[config.mk]
export PLATFORM = sky130hd
export DESIGN_NAME = morse_text_decoder_flat
export DESIGN_NICKNAME = d
export VERILOG_FILES = /design/src/mtd_pkg.sv /design/src/mtd_text_if.sv /design/src/mtd_result_if.sv /design/src/mtd_token_buf.sv /design/src/morse_text_decoder.sv /design/src/flat_wrapper.sv
export VERILOG_INCLUDE_DIRS = /design/src /design/src/src
export SDC_FILE = /design/constraint.sdc
export NUM_CORES = 1
export LEC_CHECK = 0
export ABC_AREA = 1
export BUFFER_PORTS_ARGS = -buffer_cell sky130_fd_sc_hd__buf_2
export CAP_MARGIN = 40
export CORE_MARGIN = 4
export CORE_UTILIZATION = 50
export CTS_CLUSTER_SIZE = 24
export DETAILED_ROUTE_END_ITERATION = 8
export GPL_TIMING_DRIVEN = 0
export PLACE_DENSITY_LB_ADDON = 0.1
export SLEW_MARGIN = 20
export SYNTH_ARGS = -nofsm -noshare
export SYNTH_HDL_FRONTEND = slang
export SYNTH_SLANG_ARGS = --single-unit
[constraint.sdc]
create_clock -name clk -period 2.65 [get_ports clk]
set_input_delay 0.1325 -clock clk [delete_from_list [all_inputs] [get_ports clk]]
set_output_delay 0.1325 -clock clk [all_outputs]
set_load 0.005 [all_outputs]
[src/morse_text_decoder_defines.svh]
// ----------------------------------------------------------------------------
// morse_text_decoder_defines
// assertion macros used by the decoder rtl
// ----------------------------------------------------------------------------
`ifndef MORSE_TEXT_DECODER_DEFINES_SVH
`define MORSE_TEXT_DECODER_DEFINES_SVH

// same-cycle implication, checked out of reset
`define MTD_ASSERT_NOW(label, ante, cons, msg) \
	label: assert property (@(posedge clk) disable iff (!arst_n) (ante) |-> (cons)) \
		else $error(msg);

// next-cycle implication, checked out of reset
`define MTD_ASSERT_NEXT(label, ante, cons, msg) \
	label: assert property (@(posedge clk) disable iff (!arst_n) (ante) |=> (cons)) \
		else $error(msg);

`endif

[src/mtd_pkg.sv]
// ----------------------------------------------------------------------------
// mtd_pkg
// constants, types and the symbol table of the morse text decoder
// ----------------------------------------------------------------------------
`timescale 1ns / 1ps
`default_nettype none

package mtd_pkg;

	localparam int MAX_TOKEN = 16;
	localparam int IDX_W     = $clog2(MAX_TOKEN);
	localparam int LEN_W     = $clog2(MAX_TOKEN + 1);
	localparam int PAT_W     = 6;

	localparam logic OP_TEXT  = 1'b0;
	localparam logic OP_FLUSH = 1'b1;

	localparam logic [7:0] CH_DOT   = 8'h2E;
	localparam logic [7:0] CH_DASH  = 8'h2D;
	localparam logic [7:0] CH_SLASH = 8'h2F;
	localparam logic [7:0] CH_SPACE = 8'h20;

	typedef struct packed {
		logic [LEN_W-1:0] len;
		logic             ovf;
		logic [PAT_W-1:0] pattern;
		logic             only_dd;
		logic [7:0]       first_byte;
	} tok_status_t;

	typedef struct packed {
		logic       hit;
		logic [7:0] ch;
	} lookup_t;

	function automatic logic is_space(input logic [7:0] b);
		return (b inside {[8'h09:8'h0D], 8'h20});
	endfunction

	// key is a marker one above the symbol bits, so length and code are one index
	function automatic lookup_t morse_lookup(input logic [2:0] len, input logic [5:0] code);
		logic [6:0] key;
		lookup_t    r;
		key = (7'd1 << len) | {1'b0, code};
		r.hit = 1'b1;
		case (key)
			7'b0000101: r.ch = "A";
			7'b0011000: r.ch = "B";
			7'b0011010: r.ch = "C";
			7'b0001100: r.ch = "D";
			7'b0000010: r.ch = "E";
			7'b0010010: r.ch = "F";
			7'b0001110: r.ch = "G";
			7'b0010000: r.ch = "H";
			7'b0000100: r.ch = "I";
			7'b0010111: r.ch = "J";
			7'b0001101: r.ch = "K";
			7'b0010100: r.ch = "L";
			7'b0000111: r.ch = "M";
			7'b0000110: r.ch = "N";
			7'b0001111: r.ch = "O";
			7'b0010110: r.ch = "P";
			7'b0011101: r.ch = "Q";
			7'b0001010: r.ch = "R";
			7'b0001000: r.ch = "S";
			7'b0000011: r.ch = "T";
			7'b0001001: r.ch = "U";
			7'b0010001: r.ch = "V";
			7'b0001011: r.ch = "W";
			7'b0011001: r.ch = "X";
			7'b0011011: r.ch = "Y";
			7'b0011100: r.ch = "Z";
			7'b0111111: r.ch = "0";
			7'b0101111: r.ch = "1";
			7'b0100111: r.ch = "2";
			7'b0100011: r.ch = "3";
			7'b0100001: r.ch = "4";
			7'b0100000: r.ch = "5";
			7'b0110000: r.ch = "6";
			7'b0111000: r.ch = "7";
			7'b0111100: r.ch = "8";
			7'b0111110: r.ch = "9";
			7'b1010101: r.ch = ".";
			7'b1110011: r.ch = ",";
			7'b1001100: r.ch = "?";
			7'b1101011: r.ch = "!";
			7'b1100001: r.ch = "-";
			7'b0110010: r.ch = "/";
			7'b1011010: r.ch = "@";
			7'b0110110: r.ch = "(";
			7'b1101101: r.ch = ")";
			7'b0101000: r.ch = "&";
			7'b1111000: r.ch = ":";
			7'b1101010: r.ch = ";";
			7'b0110001: r.ch = "=";
			7'b0101010: r.ch = "+";
			7'b1001101: r.ch = "_";
			7'b1010010: r.ch = 8'h22;
			default: begin
				r.hit = 1'b0;
				r.ch  = 8'h00;
			end
		endcase
		return r;
	endfunction

endpackage

`default_nettype wire

[src/mtd_text_if.sv]
// ----------------------------------------------------------------------------
// mtd_text_if
// input channel carrying text bytes and end-of-text markers
// ----------------------------------------------------------------------------
`timescale 1ns / 1ps
`default_nettype none

interface mtd_text_if;
	logic       valid;
	logic       ready;
	logic       opcode;
	logic [7:0] char_in;

	modport source (output valid, output opcode, output char_in, input ready);
	modport sink   (input valid, input opcode, input char_in, output ready);
endinterface

`default_nettype wire

[src/mtd_result_if.sv]
// ----------------------------------------------------------------------------
// mtd_result_if
// output channel carrying decoded characters
// ----------------------------------------------------------------------------
`timescale 1ns / 1ps
`default_nettype none

interface mtd_result_if;
	logic       valid;
	logic       ready;
	logic [7:0] char_out;
	logic       last_of_run;
	logic       truncated;

	modport source (output valid, output char_out, output last_of_run, output truncated,
		input ready);
	modport sink   (input valid, input char_out, input last_of_run, input truncated,
		output ready);
endinterface

`default_nettype wire

[src/mtd_token_buf.sv]
// ----------------------------------------------------------------------------
// mtd_token_buf
// token byte memory with registered read and the running token status
// ----------------------------------------------------------------------------
`timescale 1ns / 1ps
`default_nettype none

module mtd_token_buf
	import mtd_pkg::*;
(
	input  wire logic             clk,
	input  wire logic             arst_n,
	input  wire logic             wr_en,
	input  wire logic [7:0]       wr_byte,
	input  wire logic             clear,
	input  wire logic [IDX_W-1:0] rd_addr,
	output logic      [7:0]       rd_data_q,
	output tok_status_t           status
);

	logic [7:0]       mem [MAX_TOKEN];
	logic [LEN_W-1:0] len_q;
	logic             ovf_q;
	logic [PAT_W-1:0] pattern_q;
	logic             only_dd_q;
	logic [7:0]       first_byte_q;
	logic             has_room;
	logic             is_dd;

	assign has_room = len_q < LEN_W'(MAX_TOKEN);
	assign is_dd    = (wr_byte == CH_DOT) || (wr_byte == CH_DASH);

	always_ff @(posedge clk) begin
		if (wr_en && has_room) begin
			mem[len_q[IDX_W-1:0]] <= wr_byte;
		end
		rd_data_q <= mem[rd_addr];
	end

	always_ff @(posedge clk) begin
		if (wr_en && has_room && (len_q == '0)) begin
			first_byte_q <= wr_byte;
		end
	end

	always_ff @(posedge clk or negedge arst_n) begin
		if (!arst_n) begin
			len_q     <= '0;
			ovf_q     <= 1'b0;
			pattern_q <= '0;
			only_dd_q <= 1'b1;
		end else if (clear) begin
			len_q     <= '0;
			ovf_q     <= 1'b0;
			pattern_q <= '0;
			only_dd_q <= 1'b1;
		end else if (wr_en) begin
			if (has_room) begin
				if (len_q < LEN_W'(PAT_W)) begin
					pattern_q <= {pattern_q[PAT_W-2:0], wr_byte == CH_DASH};
				end
				if (!is_dd) begin
					only_dd_q <= 1'b0;
				end
				len_q <= len_q + LEN_W'(1);
			end else begin
				ovf_q     <= 1'b1;
				only_dd_q <= 1'b0;
			end
		end
	end

	assign status.len        = len_q;
	assign status.ovf        = ovf_q;
	assign status.pattern    = pattern_q;
	assign status.only_dd    = only_dd_q;
	assign status.first_byte = first_byte_q;

endmodule

`default_nettype wire

[src/morse_text_decoder.sv]
// ----------------------------------------------------------------------------
// morse_text_decoder
// streaming decoder from dot/dash text tokens to characters
// ----------------------------------------------------------------------------
// channel   dir  payload                            transaction
// text      in   opcode, char_in                    valid && ready
// result    out  char_out, last_of_run, truncated   valid && ready
//
// a text byte is taken only while no token is draining
// a flush drains the token as results, paced by the byte memory read port
// the single output register lets one result wait while the next is read
// reset clears the token length, overflow, pattern and flags; first byte and byte memory are not cleared
// a stalled result holds the drain in place
// ----------------------------------------------------------------------------
`timescale 1ns / 1ps
`default_nettype none
`include "morse_text_decoder_defines.svh"

module morse_text_decoder
	import mtd_pkg::*;
(
	input  wire logic clk,
	input  wire logic arst_n,
	mtd_text_if.sink     text,
	mtd_result_if.source result
);

	typedef enum logic {
		ST_IDLE,
		ST_RUN
	} state_t;

	state_t           state_q;
	logic [IDX_W-1:0] rd_idx_q;
	logic [IDX_W-1:0] rd_idx_d;
	logic             single_q;
	logic [7:0]       single_char_q;
	logic             out_valid_q;
	logic [7:0]       char_q;
	logic             last_q;
	logic             trunc_q;

	tok_status_t      tok;
	logic [7:0]       rd_data_q;
	logic             text_acc;
	logic             flush_acc;
	logic             byte_acc;
	logic             fire;
	logic             is_last;
	logic             slash;
	lookup_t          lk;
	logic             hit;
	logic             clear;

	assign text.ready = (state_q == ST_IDLE);
	assign text_acc   = text.valid && text.ready;
	assign flush_acc  = text_acc && ((text.opcode == OP_FLUSH) || is_space(text.char_in));
	assign byte_acc   = text_acc && !flush_acc;

	assign fire    = (state_q == ST_RUN) && (!out_valid_q || result.ready);
	assign is_last = (LEN_W'(rd_idx_q) + LEN_W'(1)) == tok.len;

	assign slash = !tok.ovf && (tok.len == LEN_W'(1)) && (tok.first_byte == CH_SLASH);
	assign lk    = morse_lookup(tok.len[2:0], tok.pattern);
	assign hit   = !tok.ovf && tok.only_dd && (tok.len <= LEN_W'(PAT_W)) && lk.hit;

	assign clear = (flush_acc && (tok.len == '0)) || (fire && (single_q || is_last));

	always_comb begin
		rd_idx_d = rd_idx_q;
		if (state_q == ST_IDLE) begin
			rd_idx_d = '0;
		end else if (fire && !single_q) begin
			rd_idx_d = is_last ? '0 : rd_idx_q + IDX_W'(1);
		end
	end

	mtd_token_buf u_buf (
		.clk       (clk),
		.arst_n    (arst_n),
		.wr_en     (byte_acc),
		.wr_byte   (text.char_in),
		.clear     (clear),
		.rd_addr   (rd_idx_d),
		.rd_data_q (rd_data_q),
		.status    (tok)
	);

	always_ff @(posedge clk or negedge arst_n) begin
		if (!arst_n) begin
			state_q       <= ST_IDLE;
			rd_idx_q      <= '0;
			single_q      <= 1'b0;
			single_char_q <= 8'h00;
			out_valid_q   <= 1'b0;
			char_q        <= 8'h00;
			last_q        <= 1'b0;
			trunc_q       <= 1'b0;
		end else begin
			rd_idx_q <= rd_idx_d;
			if (fire) begin
				out_valid_q <= 1'b1;
			end else if (result.ready) begin
				out_valid_q <= 1'b0;
			end
			case (state_q)
				ST_IDLE: begin
					if (flush_acc && (tok.len != '0)) begin
						single_q      <= slash || hit;
						single_char_q <= slash ? CH_SPACE : lk.ch;
						state_q       <= ST_RUN;
					end
				end
				ST_RUN: begin
					if (fire) begin
						if (single_q) begin
							char_q  <= single_char_q;
							last_q  <= 1'b1;
							trunc_q <= 1'b0;
							state_q <= ST_IDLE;
						end else begin
							char_q  <= rd_data_q;
							last_q  <= is_last;
							trunc_q <= is_last && tok.ovf;
							if (is_last) begin
								state_q <= ST_IDLE;
							end
						end
					end
				end
				default: begin
					state_q <= ST_IDLE;
				end
			endcase
		end
	end

	assign result.valid       = out_valid_q;
	assign result.char_out    = char_q;
	assign result.last_of_run = last_q;
	assign result.truncated   = trunc_q;

	`MTD_ASSERT_NEXT(a_clear_after_last, fire && (single_q || is_last), tok.len == '0, "token not cleared after last result")
	`MTD_ASSERT_NOW(a_run_has_token, state_q == ST_RUN, tok.len != '0, "draining with empty token")
	`MTD_ASSERT_NOW(a_idx_in_range, (state_q == ST_RUN) && !single_q, LEN_W'(rd_idx_q) < tok.len, "read index past token end")

endmodule

`default_nettype wire
[src/flat_wrapper.sv]
// flat-port wrapper written by rule: the top's interface ports become plain ports
module morse_text_decoder_flat import mtd_pkg::*;
  (clk, arst_n, text_valid, text_opcode, text_char_in, text_ready, result_valid, result_char_out, result_last_of_run, result_truncated, result_ready);
  mtd_text_if text_i ();
  mtd_result_if result_i ();
  input  wire logic clk;
  input  wire logic arst_n;
  input wire logic [$bits(text_i.valid)-1:0] text_valid;
  input wire logic [$bits(text_i.opcode)-1:0] text_opcode;
  input wire logic [$bits(text_i.char_in)-1:0] text_char_in;
  output wire logic [$bits(text_i.ready)-1:0] text_ready;
  output wire logic [$bits(result_i.valid)-1:0] result_valid;
  output wire logic [$bits(result_i.char_out)-1:0] result_char_out;
  output wire logic [$bits(result_i.last_of_run)-1:0] result_last_of_run;
  output wire logic [$bits(result_i.truncated)-1:0] result_truncated;
  input wire logic [$bits(result_i.ready)-1:0] result_ready;
  assign text_i.valid = text_valid;
  assign text_i.opcode = text_opcode;
  assign text_i.char_in = text_char_in;
  assign text_ready = text_i.ready;
  assign result_valid = result_i.valid;
  assign result_char_out = result_i.char_out;
  assign result_last_of_run = result_i.last_of_run;
  assign result_truncated = result_i.truncated;
  assign result_i.ready = result_ready;
  morse_text_decoder u_core (.clk(clk), .arst_n(arst_n), .text(text_i), .result(result_i));
endmodule
==> metrics.cfg, run 1 <==
[status]
status=completed

[synthesis]
synth-seq-cells=181
syn-mean-instance-area_um2=8.96
synth_commonest_cells=nand2_1 (281), nand3_1 (183), edfxtp_1 (136), inv_1 (115), nor2_1 (70)
synthDistinctLibCells=40
synthesis.area_um2=8790
synthFlopType=edfxtp_1
synth.top_cell.area_share=0.464
synth.area.top_cells=edfxtp_1 (46%), nand2_1 (12%), nand3_1 (10%)
async_flop_share=0.204
syn_inst=981
yosys.area.top_type=edfxtp_1
synth-seq-area-share=0.588
synth_most_common_cell=nand2_1
synth-edff-count=136
yosysWarnings=0
synth_fp_nets=1000

[sta]
fin_skew_ns=0.00870
tightest_slew_ns=0.812
finalCriticalPeriod_ns=2.54
finalHoldViolCount=0
maxSlewViolCount=0
whs_ns=0.117
relSlewSlack=0.457
fmax_ghz=0.394
setup_viol=0
rsz0062_at_grt=yes
finalCritPeriodShare=0.957
fin_ws_ns=0.114

[clock_network]
clkSinkCount=181
htree_levels=4
clkLatencyLatePin_ns=0.43
clk_pin_slew_worst_paths_ns=0.07
clock_tree.root_cell=clkbuf_16
cts_buffers=17
tritoncts=done
clock_path_buffers=2

[place]
gp_congestion=0.900
dp_cells=1232
dp_hpwl_mm=17.3
numPortBuffers=24
place_ws_ns=-0.312
placed_cell_area_um2=9260

[finish]
area_growth_syn_to_layout_pct=13.8
final_cell_area_um2=10000
fill_cells=1553
drive_gt1_frac=0.132
fin_cells=1273
fin_util=0.581
diodes=0
final_nets=1054

[global_route]
grt_pass1_wl_mm=37.6
grt_max_degree=30
grt_usage=0.252
antenna_found_initial=0
grt-ovfl-total=0
first_global_vias=6492

[detailed_routing]
ant_nets=0
via_count=7094
initialDrtViolationCount=678
wl_per_cell_um=19.3
drc=0
firstDrtPassIters=5
vias_per_cell=5.57
drt_wl_total_mm=24.5

[floorplanning]
start_util=0.510
die_x_um=141
core_area_um2=17200
die-height_um=141
die-area_um2=19800
rows=48
io_pins=25

[critical_path]
reg2reg_to=u_core.u_buf.mem[8][6]$_DFFE_PP_
r2r_setup_slack_ns=0.11
crit_required_ns=2.71
path_delay_family=simple AND/OR/NAND/NOR gates
worstPathArrival_ns=2.60
cp.buffers_inverters=1
rr_worst_depth=5
path_cells=nor2_1 > nand2_1 > nor2_1 > inv_1 > nor3_2
start_kind=flop
crit_top_cell=nor2_1
max_stage_delay_ns=0.63
reg2reg_from=u_core.state_q$_DFF_PN0_
critPathSlowestCell=nor3_2
critPathKind=flop to flop
cp_max_fo=8
cp-end-kind=flop

[pwr]
p_leak_nw=4.45
p_per_area_nw_per_um2=939
irDropWorstVdd_mv=0.579

[job]
cap_violations=0

[hold_path]
hold_path.class=primary input to async pin

-- cells by family (layout without fill, tap and decap cells) --
logic type,count (synthesis),count (layout),share of synthesized area
xor gates and xnor gates,1,1,0.000996
buffers and inverters,157,224,0.0785
AOI/OAI and AO/OA,51,51,0.0357
and+or+nand+nor,585,585,0.288
DFF,181,181,0.588
adders and majority gates,6,6,0.00854
-- layout by cell type, fill, tap and decap left out, types with 9 or more instances in the layout --
cell type | synthesis | final
a21oi_1 | 16 | 15
o21ai_0 | 9 | 9
dfrtp_1 | 36 | 35
nand2_1 | 281 | 278
edfxtp_1 | 136 | 136
nor2_1 | 70 | 64
nand2_2 | 6 | 9
buf_2 | 17 | 37
buf_4 | 9 | 17
nand4_1 | 11 | 11
nand3_1 | 183 | 181
clkbuf_16 | 0 | 17
inv_1 | 115 | 114
nor3_1 | 20 | 11
-- how the worst max path moves through the flow --
stage | to | slack [ns] | from | cells after the start
floorplan | u_core.single_char_q[5]$_DFFE_PN0P_ | 0.41 | u_core.u_buf.len_q[1]$_DFFE_PN0P_ | 13
global placement | u_core.u_buf.mem[12][0]$_DFFE_PP_ | -0.66 | text_char_in[6] | 11
detailed placement | u_core.u_buf.mem[12][0]$_DFFE_PP_ | -0.31 | text_char_in[6] | 11
CTS | u_core.u_buf.rd_data_q[5]$_DFF_P_ | 0.03 | u_core.rd_idx_q[0]$_DFF_PN0_ | 13
global route | u_core.u_buf.mem[9][0]$_DFFE_PP_ | -0.12 | text_char_in[4] | 11
finish | u_core.u_buf.mem[8][6]$_DFFE_PP_ | 0.11 | u_core.state_q$_DFF_PN0_ | 5
-- what timing repair did --
item	4_1_cts	5_1_grt
pin swaps	0	1
gates resized for setup	3	24
hold buffers	2	0
setup endpoints to repair	8	72
setup buffers	0	6
hold endpoints to repair	37	0
-- registers in the layout, indices dropped and copies added (netlist names), 4 cells and up --
name	count
u_core.result.char_out	8
u_core.single_char_q	7
u_core.u_buf.rd_data_q	8
u_core.rd_idx_q	4
u_core.u_buf.len_q	5
u_core.u_buf.pattern_q	6
u_core.u_buf.first_byte_q	8
u_core.u_buf.mem	128
-- per-stage QoR --
stage | power [mW] | TNS, ns
after floorplan | 5.75 | 0
after global placement | 6.79 | -44.14
after detailed placement | 6.81 | -23.66
after CTS | 9.24 | 0
after global routing | 9.96 | -3.74
final | 9.40 | 0
-- power by group --
part / total, mW / internal [mW] / switching, mW
clock: 2.43 / 1.27 / 1.16
sequential: 3.54 / 3.38 / 0.155
combinational: 3.43 / 1.09 / 2.34
-- cell type report --
class	instances	area, um2	area share
clock inverters	14	138	0.0138
well taps	225	282	0.0281
multi-input cells	643	3050	0.305
flip-flops and latches	181	5170	0.517
clock buffers	18	439	0.0439
inverters	122	458	0.0458
repair buffers	35	220	0.0220
plain buffers	35	246	0.0246
-- worst reg2reg max path: cells and delay by family, from the launching register on --
kind,cells,cell delay (ns)
flops,1,0.40
simple gates,4,1.45
buf+inv,1,0.30
-- layer usage --
layer	wire (um)	vias to the layer above	global-route usage
met3	1550	35	0.0387
met4	647	0	0.0877
li1	-	3389	-
met5	0	-	0
met2	11200	262	0.383
met1	11100	3408	0.372
(Power assumes the default switching activity.)
==> inputs of run 2 (changes only) <==
Settings changed: RECOVER_POWER set to 100.
==> metrics.cfg, run 2 (same netlist as run 1, synthesis figures left out) <==
[critical_path]
reg2reg_from=u_core.rd_idx_q[0]$_DFF_PN0_
start_kind=flop
critPathKind=flop to flop
path_delay_family=simple AND/OR/NAND/NOR gates
r2r_setup_slack_ns=0.04  ; -0.07 ns
crit_required_ns=2.94  ; +0.23 ns
crit_top_cell=nand2_1
cp-startpoint=u_core.rd_idx_q[0]$_DFF_PN0_
cp_max_fo=10  ; +2
max_stage_delay_ns=0.48  ; -0.15 ns
critPathSlowestCell=clkbuf_1
cp-end-kind=flop
cp.buffers_inverters=2  ; +1
path_cells=ha_1 > inv_1 > nand2_1 > nand2_1 > nand2_1 > nand3_1 > nor2_1 > nand2_1 > nand4_1 > nand2_2 > clkbuf_1 > nand3_1 > nand3_1 > nand2_1
worstPathArrival_ns=2.89  ; +0.29 ns

[sta]
fmax_ghz=0.384  ; -2.6%
fin_ws_ns=0.0449  ; -0.0689 ns
finalHoldViolCount=0  ; unchanged
finalCriticalPeriod_ns=2.61  ; +0.0689 ns
relSlewSlack=-0.113  ; -0.569
fin_skew_ns=0.00961  ; +0.000909 ns
finalCritPeriodShare=0.983  ; +0.0260
maxSlewViolCount=30  ; +30
rsz0062_at_grt=yes
whs_ns=0.171  ; +0.0533 ns
tns_ns=0  ; unchanged
tightest_slew_ns=1.67  ; +0.857 ns
setup_viol=0  ; unchanged

[global_route]
antenna_found_initial=0  ; unchanged
grt_max_degree=30  ; unchanged
grt_pass1_wl_mm=37.6  ; unchanged
grt-ovfl-total=0  ; unchanged
first_global_vias=6492  ; unchanged
grt_usage=0.252  ; unchanged

[detailed_routing]
ant_nets=0  ; unchanged
via_count=7072  ; -0.31%
dr_wl_met2_mm=11.2  ; -0.25%
vias_per_cell=5.56  ; -0.31%
met3_length_mm=1.47  ; -5.5%
wl_per_cell_um=19.2  ; -0.40%
topRoutingLayerUsed=met4
initialDrtViolationCount=632  ; -6.8%
drt_wl_total_mm=24.4  ; -0.40%
firstDrtPassIters=6  ; +1
drc=0  ; unchanged
drt-met1-wl_mm=11.2  ; +0.11%

[pwr]
p_clk_frac=0.259  ; about the same
netSwitchingPower_mw=3.63  ; -0.53%
irDropWorstVdd_mv=0.576  ; -0.48%
p_per_area_nw_per_um2=939  ; about the same
p_seq_frac=0.378  ; +0.002
internal_power_mw=5.73  ; -0.31%
sw_frac_of_total=0.388  ; -0.000527
p_comb_frac=0.363  ; -0.002
p_total_mw=9.36  ; -0.39%
p_leak_nw=4.40  ; -1.0%

[finish]
drive_gt1_frac=0.116  ; -0.0153
area_growth_syn_to_layout_pct=13.3
final_cell_area_um2=9970  ; -0.39%
layout_commonest_cell=nand2_1
fill_cells=1564  ; +0.71%
fin_util=0.578  ; -0.00225
final_cell_mix=nand2_1 (280), nand3_1 (181), edfxtp_1 (136), inv_1 (116), nor2_1 (64)
largest_reg_flops=128  ; unchanged
final_nets=1054  ; unchanged
diodes=0  ; unchanged
fin_cells=1273  ; unchanged

[clock_network]
cts_buffers=17  ; unchanged
htree_levels=4  ; unchanged
clock_path_buffers=2  ; unchanged
tritoncts=done
clock_tree.root_cell=clkbuf_16
clkSinkCount=181  ; unchanged
clk_pin_slew_worst_paths_ns=0.07  ; about the same
clkLatencyLatePin_ns=0.43  ; about the same

[job]
cap_violations=1  ; +1

[floorplanning]
start_util=0.510  ; unchanged
die-area_um2=19800  ; unchanged
die-height_um=141  ; unchanged
rows=48  ; unchanged
core_area_um2=17200  ; unchanged
io_pins=25  ; unchanged
die_x_um=141  ; unchanged

[place]
dp_cells=1232  ; unchanged
gp_congestion=0.900  ; unchanged
place_ws_ns=-0.312  ; unchanged
placed_cell_area_um2=9260  ; unchanged
numPortBuffers=24  ; unchanged
dp_hpwl_mm=17.3  ; unchanged

[status]
status=complete, but fails checks
violations=max-capacitance violations, max-slew violations

[hold_path]
worstHoldStart=text_char_in[1]
hold_path.class=primary input to flop

==> run 2: per-layer routing <==
layer,GRT usage,up-vias
met3,0.0387,37
met4,0.0877,0
met5,0,-
met2,0.383,260
met1,0.372,3384
li1,-,3391
==> run 2: layout make-up <==
| type | instances | area (um2) | share of cell area |
|---|---|---|---|
| flip-flops and latches | 181 | 5170 | 0.519 |
| multi-input cells | 643 | 3050 | 0.306 |
| inverters | 122 | 458 | 0.0459 |
| clock buffers | 18 | 439 | 0.0441 |
| well taps | 225 | 282 | 0.0282 |
| plain buffers | 35 | 244 | 0.0245 |
| repair buffers | 35 | 189 | 0.0190 |
| clock inverters | 14 | 138 | 0.0138 |
==> run 2: worst paths after layout <==
path,cells after the start,to
min in group asynchronous,2,u_core.result.char_out[5]$_DFFE_PN0P_
setup reg to reg,14,u_core.u_buf.rd_data_q[2]$_DFF_P_
hold / removal,1,u_core.u_buf.mem[4][1]$_DFFE_PP_
setup / recovery,14,u_core.u_buf.rd_data_q[2]$_DFF_P_
hold reg to reg,1,u_core.result.char_out[7]$_DFFE_PN0P_
max in group asynchronous,3,u_core.rd_idx_q[0]$_DFF_PN0_
==> run 2: power groups by stage <==
stage	Clock [mW]	Sequential (mW)	Combinational, mW
finish	2.43	3.54	3.40
floorplan	0	3.56	2.19
global placement	0	3.58	3.21
CTS	2.46	3.53	3.25
detailed placement	0	3.59	3.22
global route	2.60	3.57	3.77
==> run 2: worst register-to-register path, stage by stage, from the launching register on <==
cell	delay (ns)
dfrtp_2	0.44
ha_1	0.25
inv_1	0.07
nand2_1	0.07
nand2_1	0.06
nand2_1	0.04
nand3_1	0.07
nor2_1	0.04
nand2_1	0.16
nand4_1	0.14
nand2_2	0.20
clkbuf_1	0.48
nand3_1	0.15
nand3_1	0.14
nand2_1	0.14
==> run 2: what timing repair did <==
item	CTS	global route
hold buffers	2	0
setup endpoints to repair	8	72
pin swaps	0	1
resized for setup	3	24
endpoints found under the hold margin	37	0
setup buffers	0	6
==> inputs of run 3 (changes only) <==
Settings changed: BUFFER_PORTS_ARGS -buffer_cell sky130_fd_sc_hd__buf_2 to -buffer_cell sky130_fd_sc_hd__buf_4, CORE_UTILIZATION 50 to 28, TNS_END_PERCENT set to 10.
==> metrics.cfg, run 3 (same netlist as run 1, synthesis figures left out) <==
[pwr]
internal_power_mw=5.81  ; +1.5%
p_leak_nw=4.44  ; +0.85%
p_total_mw=9.47  ; +1.2%
p_seq_frac=0.374  ; -0.004
sw_frac_of_total=0.386  ; -0.00211
p_clk_frac=0.266  ; +0.007
p_comb_frac=0.360  ; -0.003
irDropWorstVdd_mv=0.449  ; -22%
netSwitchingPower_mw=3.65  ; +0.61%
p_per_area_nw_per_um2=924  ; -1.7%

[critical_path]
cp-end-kind=flop
cp_max_fo=10  ; unchanged
start_kind=flop
cp.buffers_inverters=2  ; unchanged
crit_top_cell=nand3_1
max_stage_delay_ns=0.45  ; -0.03 ns
r2r_setup_slack_ns=0.14  ; +0.09 ns
critPathSlowestCell=dfrtp_2
reg2reg_to=u_core.u_buf.rd_data_q[4]$_DFF_P_
path_cells=ha_2 > xnor2_1 > nand3_1 > nor2_1 > nand2_2 > nand2_1 > buf_4 > buf_4 > nand3_1 > nand3_1 > nand3_1 > nand3_1 > nand2_1
worstPathArrival_ns=2.81  ; -0.08 ns
rr_worst_depth=13  ; -1
crit_required_ns=2.94  ; about the same
critPathKind=flop to flop
reg2reg_from=u_core.rd_idx_q[1]$_DFF_PN0_
path_delay_family=simple AND/OR/NAND/NOR gates

[finish]
layout_commonest_cell=nand2_1
multiInputGateArea_um2=3040  ; -0.33%
area_growth_syn_to_layout_pct=16.6
diodes=0  ; unchanged
regArea_um2=5170  ; about the same
fill_cells=3262  ; +110%
largest_reg_flops=128  ; unchanged
final_nets=1061  ; +0.66%
drive_gt1_frac=0.133  ; +0.0163
final_cell_mix=nand2_1 (278), nand3_1 (181), edfxtp_1 (136), inv_1 (114), nor2_1 (62)

[sta]
tns_ns=0  ; unchanged
finalCriticalPeriod_ns=2.51  ; -0.0911 ns
finalCritPeriodShare=0.949  ; -0.0344
fmax_ghz=0.398  ; +3.6%
maxSlewViolCount=0  ; -100%
rsz0062_at_grt=yes
whs_ns=0.0850  ; -0.0855 ns
finalHoldViolCount=0  ; unchanged
fin_skew_ns=0.0135  ; +0.00392 ns
relSlewSlack=0.335  ; +0.448
tightest_slew_ns=0.997  ; -0.672 ns
setup_viol=0  ; unchanged

[hold_path]
hold_path.class=primary input to flop
worstHoldStart=text_char_in[7]
hold_depth=1  ; unchanged
holdPathEnd=u_core.u_buf.mem[9][7]$_DFFE_PP_

[clock_network]
clk_pin_slew_worst_paths_ns=0.07  ; about the same
tritoncts=done
clkLatencyLatePin_ns=0.44  ; about the same
clkSinkCount=181  ; unchanged
clock_tree.root_cell=clkbuf_16
clock_path_buffers=2  ; unchanged
htree_levels=4  ; unchanged
cts_buffers=17  ; unchanged

[detailed_routing]
drt_wl_total_mm=27.0  ; +11%
firstDrtPassIters=5  ; -1
wl_per_cell_um=18.6  ; -3.0%
drc=0  ; unchanged
initialDrtViolationCount=480  ; -24%
ant_nets=0  ; unchanged
vias_per_cell=4.71  ; -15%
via_count=6834  ; -3.4%

[floorplanning]
die-height_um=185  ; +32%
start_util=0.286  ; -0.224
rows=64  ; +33%
die-area_um2=34300  ; +73%
die_x_um=185  ; +32%
core_area_um2=30700  ; +78%
io_pins=25  ; unchanged

[place]
dp_hpwl_mm=19.2  ; +11%
gp_congestion=0.810  ; -10%
numPortBuffers=24  ; unchanged

[global_route]
grt-ovfl-total=0  ; unchanged
grt_use_met2=0.263  ; -0.120
grt.busiest_layer=met2
antenna_found_initial=0  ; unchanged
use_met1=0.226  ; -0.146
met3_usage=0.0299  ; -0.00882
grt_max_degree=38  ; +27%
grt_usage=0.163  ; -0.0894
grt_pass1_wl_mm=41.4  ; +10%
first_global_vias=6766  ; +4.2%

[job]
cap_violations=0  ; -1

[status]
status=completed

[run 3: cell count changes in the layout (fill, tap and decap cells not counted), moves of 3 or more]
cell and change:
clkbuf_1 -4, clkinvlp_4 +4, buf_4 +11, clkbuf_2 +8, nor3_2 -3, clkbuf_4 +8, buf_2 -14, nor3_1 +4
[run 3: metal layers]
layer | wire length [um] | vias to the layer above
met4 | 491 | 0
met2 | 12700 | 120
met1 | 13000 | 3288
li1 | - | 3399
met5 | 0 | -
met3 | 812 | 27
[run 3: worst max-delay path by stage]
| stage | start | endpoint | depth (start not counted) |
|---|---|---|---|
| finish | u_core.rd_idx_q[1]$_DFF_PN0_ | u_core.u_buf.rd_data_q[4]$_DFF_P_ | 13 |
| global route | u_core.u_buf.len_q[0]$_DFFE_PN0P_ | u_core.single_q$_DFFE_PN0P_ | 14 |
| CTS | u_core.rd_idx_q[0]$_DFF_PN0_ | u_core.u_buf.rd_data_q[5]$_DFF_P_ | 13 |
| detailed placement | u_core.u_buf.len_q[1]$_DFFE_PN0P_ | u_core.single_char_q[5]$_DFFE_PN0P_ | 13 |
| global placement | text_char_in[6] | u_core.u_buf.mem[9][3]$_DFFE_PP_ | 11 |
| floorplan | u_core.u_buf.len_q[1]$_DFFE_PN0P_ | u_core.single_char_q[5]$_DFFE_PN0P_ | 13 |
[run 3: final cells by class]
class	instances	area share
repair buffers	42	0.0275
flip-flops and latches	181	0.505
multi-input cells	643	0.296
plain buffers	35	0.0228
clock buffers	18	0.0419
inverters	122	0.0447
clock inverters	14	0.0143
well taps	396	0.0483
[run 3: power by group through the flow]
stage | clock network (mW) | logic (mW) | registers [mW]
floorplan | 0 | 2.19 | 3.56
global placement | 0 | 3.36 | 3.60
detailed placement | 0 | 3.33 | 3.60
CTS | 2.58 | 3.35 | 3.55
global route | 2.71 | 3.86 | 3.58
finish | 2.52 | 3.41 | 3.54
[run 3: what timing repair did]
item	in CTS	in global routing
gates resized for setup	4	25
pin swaps	0	2
gates cloned	0	0
endpoints found under the setup margin	10	24
hold endpoints to repair	37	0
buffers inserted	0	4
hold buffers	2	0
[run 3: worst reg2reg max path, cell delays in order, from the launching register on]
cell	delay, ns
dfrtp_2	0.45
ha_2	0.35
xnor2_1	0.11
nand3_1	0.08
nor2_1	0.14
nand2_2	0.11
nand2_1	0.09
buf_4	0.20
buf_4	0.22
nand3_1	0.09
nand3_1	0.13
nand3_1	0.15
nand3_1	0.12
nand2_1	0.12
[run 3: through the flow]
| step | worst slack (ns) | instances | area [um2] | utilization |
|---|---|---|---|---|
| 4_1_cts | 0.00620 | 1446 | 10200 | 0.332 |
| 5_1_grt | -0.0192 | 1451 | 10300 | 0.333 |
| 3_5_place_dp | -0.214 | 1412 | 9590 | 0.312 |
| 2_1_floorplan | 0.412 | 981 | 8790 | - |
| 3_3_place_gp | -0.827 | 1401 | 9470 | 0.308 |
| 6_report | 0.136 | 1451 | 10300 | 0.333 |
